**src/jbhe_pkg.sv**
```systemverilog
// Shared types, constants and helper functions of the JPEG block Huffman encoder.
// Used by jbhe_code_unit and jpeg_block_huffman_encoder_core; no dependencies.
`default_nettype none

package jbhe_pkg;

    localparam int BLOCK_COEFFS = 64;
    localparam int TABLE_PAIRS  = 2;
    localparam int MAX_CODE_LEN = 16;

    localparam int POS_W   = $clog2(BLOCK_COEFFS);
    localparam int CODE_W  = 16;
    localparam int LEN_W   = 5;
    localparam int COEF_W  = 16;
    localparam int SIZE_W  = 5;
    localparam int MAG_W   = 11;
    localparam int BITS_W  = 27;
    localparam int CNT_W   = 5;
    localparam int STAT_W  = 2;
    localparam int SYM_W   = 8;

    localparam int S_TDATA_W = 48;
    localparam int S_TUSER_W = 3;
    localparam int M_TDATA_W = 32;
    localparam int M_TUSER_W = 3;

    localparam logic [SYM_W-1:0]  SYM_ZRL     = 8'hF0;
    localparam logic [SYM_W-1:0]  SYM_EOB     = 8'h00;
    localparam logic [POS_W-1:0]  RUN_CHUNK   = 6'd16;
    localparam logic [SIZE_W-1:0] DC_MAX_SIZE = 5'd11;
    localparam logic [SIZE_W-1:0] AC_MAX_SIZE = 5'd10;
    localparam logic [LEN_W-1:0]  MAX_LEN     = 5'd16;

    localparam logic [STAT_W-1:0] STAT_OK     = 2'd0;
    localparam logic [STAT_W-1:0] STAT_SIZE   = 2'd1;
    localparam logic [STAT_W-1:0] STAT_NOCODE = 2'd2;

    localparam logic [1:0] KIND_DC  = 2'd0;
    localparam logic [1:0] KIND_AC  = 2'd1;
    localparam logic [1:0] KIND_ZRL = 2'd2;
    localparam logic [1:0] KIND_EOB = 2'd3;

    typedef struct packed {
        logic [LEN_W-1:0]  len;
        logic [CODE_W-1:0] code;
    } entry_t;

    localparam int ENTRY_W = LEN_W + CODE_W;

    typedef struct packed {
        logic [1:0]        kind;
        logic [SIZE_W-1:0] size;
        logic [MAG_W-1:0]  mag;
        logic              at_end;
    } code_req_t;

    typedef struct packed {
        logic [BITS_W-1:0] code_bits;
        logic [CNT_W-1:0]  bit_count;
        logic [STAT_W-1:0] status;
        logic              block_end;
        logic              last;
    } result_t;

    function automatic logic [SIZE_W-1:0] size_of(input logic [COEF_W-1:0] v);
        logic [COEF_W-1:0] mag;
        logic [SIZE_W-1:0] s;
        mag = v[COEF_W-1] ? (~v + 16'd1) : v;
        s = '0;
        for (int i = 0; i < COEF_W; i++)
        begin
            if (mag[i])
            begin
                s = SIZE_W'(i + 1);
            end
        end
        return s;
    endfunction

    function automatic logic [MAG_W-1:0] mag_bits(input logic [COEF_W-1:0] v,
                                                  input logic [SIZE_W-1:0] s);
        logic [COEF_W-1:0] val;
        logic [MAG_W-1:0]  mask;
        val = v[COEF_W-1] ? (v - 16'd1) : v;
        for (int i = 0; i < MAG_W; i++)
        begin
            mask[i] = (SIZE_W'(i) < s);
        end
        return val[MAG_W-1:0] & mask;
    endfunction

    function automatic logic [CODE_W-1:0] code_mask(input logic [LEN_W-1:0] len);
        logic [CODE_W-1:0] mask;
        for (int i = 0; i < CODE_W; i++)
        begin
            mask[i] = (LEN_W'(i) < len);
        end
        return mask;
    endfunction

    function automatic result_t error_result(input logic [STAT_W-1:0] st);
        result_t r;
        r.code_bits = '0;
        r.bit_count = '0;
        r.status    = st;
        r.block_end = 1'b1;
        r.last      = 1'b1;
        return r;
    endfunction

endpackage

`default_nettype wire

```
**src/jbhe_code_unit.sv**
```systemverilog
// Shared code assembler: merges a looked-up Huffman code with magnitude bits.
// Depends on jbhe_pkg for entry, request and result types.
`default_nettype none

module jbhe_code_unit (
    input  wire jbhe_pkg::entry_t    entry,
    input  wire jbhe_pkg::code_req_t req,
    output      jbhe_pkg::result_t   res
);

    logic                                 has_mag;
    logic [jbhe_pkg::SIZE_W-1:0]          eff_size;
    logic [jbhe_pkg::BITS_W-1:0]          merged;

    assign has_mag  = (req.kind == jbhe_pkg::KIND_DC) || (req.kind == jbhe_pkg::KIND_AC);
    assign eff_size = has_mag ? req.size : '0;
    assign merged   = ({11'b0, entry.code} << eff_size)
                    | (has_mag ? {16'b0, req.mag} : '0);

    always_comb
    begin
        if (entry.len == '0)
        begin
            res = jbhe_pkg::error_result(jbhe_pkg::STAT_NOCODE);
        end
        else
        begin
            res.code_bits = merged;
            res.bit_count = entry.len + eff_size;
            res.status    = jbhe_pkg::STAT_OK;
            res.last      = (req.kind != jbhe_pkg::KIND_ZRL);
            case (req.kind)
                jbhe_pkg::KIND_EOB: res.block_end = 1'b1;
                jbhe_pkg::KIND_AC:  res.block_end = req.at_end;
                default:            res.block_end = 1'b0;
            endcase
        end
    end

endmodule

`default_nettype wire

```
**config.mk**
```make
export PLATFORM = sky130hd
export DESIGN_NAME = jbhe_code_unit
export DESIGN_NICKNAME = d
export VERILOG_FILES = /design/src/jbhe_pkg.sv /design/src/jbhe_code_unit.sv
export SDC_FILE = /design/constraint.sdc
export NUM_CORES = 1
export LEC_CHECK = 0
export BUFFER_PORTS_ARGS = -buffer_cell sky130_fd_sc_hd__buf_2
export CAP_MARGIN = 20
export CORE_AREA = 2 2 77 79
export DETAILED_ROUTE_END_ITERATION = 6
export DIE_AREA = 0 0 79 81
export PLACE_DENSITY = 0.66
export SLEW_MARGIN = 20
export SYNTH_ARGS = -nofsm -noshare
export SYNTH_HDL_FRONTEND = slang
export SYNTH_SLANG_ARGS = --single-unit
```
**constraint.sdc**
```tcl
create_clock -name vclk -period 3.3
set_clock_uncertainty 0.05 [all_clocks]
set_input_delay 0.66 -clock vclk [all_inputs]
set_output_delay 0.66 -clock vclk [all_outputs]
set_load 0.1 [all_outputs]
```
# == After elaboration in Yosys (flattened, before gate mapping) ==
# Index checks and enable logic that the tools add are counted.
# totals
register_bits,0
input_bits,40
out_inout_bits,36
elab_cells,13
# op_classes
n_addsub,1
eq_ne,3
shift,1
muxes,4
n_bitwise,1
n_reduce_logical,3
# ops
cell,n
2-to-1 mux 36 bit,1
bitwise OR 27 x 11 -> 27 bit,1
<< shifter 16 x 5 -> 27 bit,1
2-to-1 mux 11 bit,1
adder 5 bit,1
zero test 5 bit,1
2-to-1 mux 5 bit,1
== test 2 x 1 -> 1 bit (second input constant),1
== test 2 bit (second input constant),1
zero test 2 bit,1
inequality test 2 bit (second input constant),1
case mux 1 bit (2 select lines),1
logical OR 1 bit,1

# == Depth between registers and ports, before layout ==
# logic_depth
word_depth,6
mapped_depth,11
depth_no_buf,8

# == Least setup slack after synthesis ==
# No wires, ideal clock.
# synth_path
path_kind,in2out
start,input entry[16] (netlist bit)
end,output res[33] (netlist bit)
arrival_time_ns,4.182
required_time_ns,2.590
setup_slack_ns,-1.592
path_stages,4
path_buffers,0
cell_sequence,nor4_1 > nand2_1 > clkinv_1 > o32ai_1
# synth_rtl
element,line,rtl
"start, declared",jbhe_code_unit.sv:6,"input wire jbhe_pkg::entry_t entry,"
"end, declared",jbhe_code_unit.sv:8,output jbhe_pkg::result_t res

==> out/metrics.yaml <==
final_layout:
  numSequentialCells: 0
  diodes: 0
  nFillCells: 553
  multi_input_area_um2: 1650
  area_growth_pct: 79.6
  fin_nets: 367
  layout-drive-gt1-share: 0.472
  n_clock_buffer: 0
  seq_area_um2: 0
  instances_no_fill: 397
setup_path:
  critPathLaunchType: "primary input"
  worstPathArrival_ns: 2.47
  required_ns: 2.59
  crit_type: "primary input to primary output"
  crit_fanout: 11
  endpoint_kind: "primary output"
pwr:
  power_density_nw_per_um2: 319
  vdd_drop_max_mv: 0.157
  p_leak_nw: 1.26
  finalPower_mw: 0.918
detailed_routing:
  first_iter_violations: 233
  vias: 2230
  drc: 0
  first_pass_iters: 4
  ant_nets: 0
  routedWlPerCell_um: 16.7
  dr_wl_met2_um: 3100
  highest_layer: "met4"
  routed_wl_um: 6620
  wl_met3_um: 579
  m1WireLength_um: 2840
  viasPerCell: 5.62
min_path:
  hold_class: "primary input to primary output"
global_route:
  overflow: 0
  track_usage: 0.204
  grt_pass1_vias: 2139
  antenna_found_initial: 0
  grt_first_pass_wirelength_um: 10800
  grt_max_degree: 17
floorplan:
  core_um2: 5680
  ios: 76
  core.rowCount: 28
  die_y_um: 81
  dieArea_um2: 6400
  start_util: 0.282
  fp.dieW_um: 79
synth:
  yosysMostFrequentCell: "nand2_1"
  yosysWarnings: 0
  synth.top_cells.by_area: "mux2i_1 (14%), nand2_1 (7.3%), mux4_2 (7.0%), o21ai_0 (5.0%), nor2_1 (4.4%)"
  synth.avg_cell_area_um2: 6.88
  syn-instance-count: 233
  netlist_area_um2: 1600
  synth_top_area_frac: 0.144
  ys_types: 59
  synth_top_area_cell: "mux2i_1"
  ys_seq_area_frac: 0
  ys_top_cells_by_count: "nand2_1 (31), mux2i_1 (23), nor2_1 (19), o21ai_0 (16), a21oi_1 (12)"
  syn-num-nets: 276
placement:
  gp_congestion: 0.970
  io_buffers: 75
  dp_hpwl_um: 5640
  placedCellCount: 397
timing:
  setup_viol: 0
  rsz0062_at_grt: "no"
  max_slew_margin: 0.630
  worst_pin_slew_ns: 0.550
  final-hold-violation-count: 0
  final-max-slew-violation-count: 0
  whs_ns: 1.64
  fin_crit_sh: 0.963
  fmax_ghz: 0.315
  fin_crit_ns: 3.18
status:
  status: "finished, final reports clean"
run:
  drv_cap: 0
## timing repair
action / 4_1_cts / 5_1_grt
endpoints found under the setup margin: 0 / 1
gates resized for setup: 0 / 1
hold buffers: 0 / 0
setup buffers: 0 / 0
## cells by family after synthesis
logic type | synth area share
AO/OA/AOI/OAI | 0.309
XOR/XNOR | 0.0273
other | 0.00234
adder cells (fa/ha/maj) | 0.0359
multiplexers | 0.260
AND/OR/NAND/NOR | 0.277
buffers and inverters | 0.0882
## metal layers
metal	global-route usage	vias to the layer above
li1	-	1060
met1	0.272	1047
met2	0.360	115
met3	0.0211	8
met4	0.0397	0
met5	0	-
## where the power goes
part           total [mW]  internal [mW]  leakage (nW)  switching [mW]
combinational       0.918          0.329          1.26           0.589
sequential              0              0             0               0
clock                   0              0             0               0
total               0.918          0.329          1.26           0.589
## per-stage QoR
step / setup slack (ns) / util / TNS (ns) / instance area, um2
after floorplan: -0.514 / - / -1.38 / 1820
after detailed placement: 0.118 / 0.507 / 0 / 2880
after global placement: 0.119 / 0.507 / 0 / 2880
after global routing: 0.0230 / 0.507 / 0 / 2880
after CTS: 0.118 / 0.507 / 0 / 2880
final: 0.121 / 0.507 / 0 / 2880
## layout by cell type, fill, tap and decap left out, drive strengths merged, types with 3 or more instances in the layout
cell and instances:
o211ai 4, o21ai 20, xnor2 5, o22ai 9, nand2b 8, a211oi 4
mux2 5, mux4 5, nand3 4, buf 106, nand2 31, a21oi 13
a22oi 3, mux2i 24, inv 7, or3 3, o221ai 5, nor2 19
and2 3, nor2b 4, ha 3, and3 3
## path summary, 6_finish.rpt
| path | from | endpoint | slack [ns] | cells after the start |
|---|---|---|---|---|
| setup / recovery | req[12] | res[33] | 0.12 | 7 |
| hold / removal | req[3] | res[11] | 1.64 | 4 |
## worst max-delay path: stages
cell and delay, ns:
buf_2 0.23, or3b_2 0.50, a21oi_1 0.22, a211oi_1 0.09, a211oi_1 0.41, o32ai_2 0.16, buf_12 0.19
## area by class of cell
| class | count | area share |
|---|---|---|
| repair buffers | 106 | 0.377 |
| well taps | 75 | 0.0326 |
| multi-input cells | 208 | 0.573 |
| inverters | 8 | 0.0174 |
No activity file was read; power rests on OpenSTA's default activity.
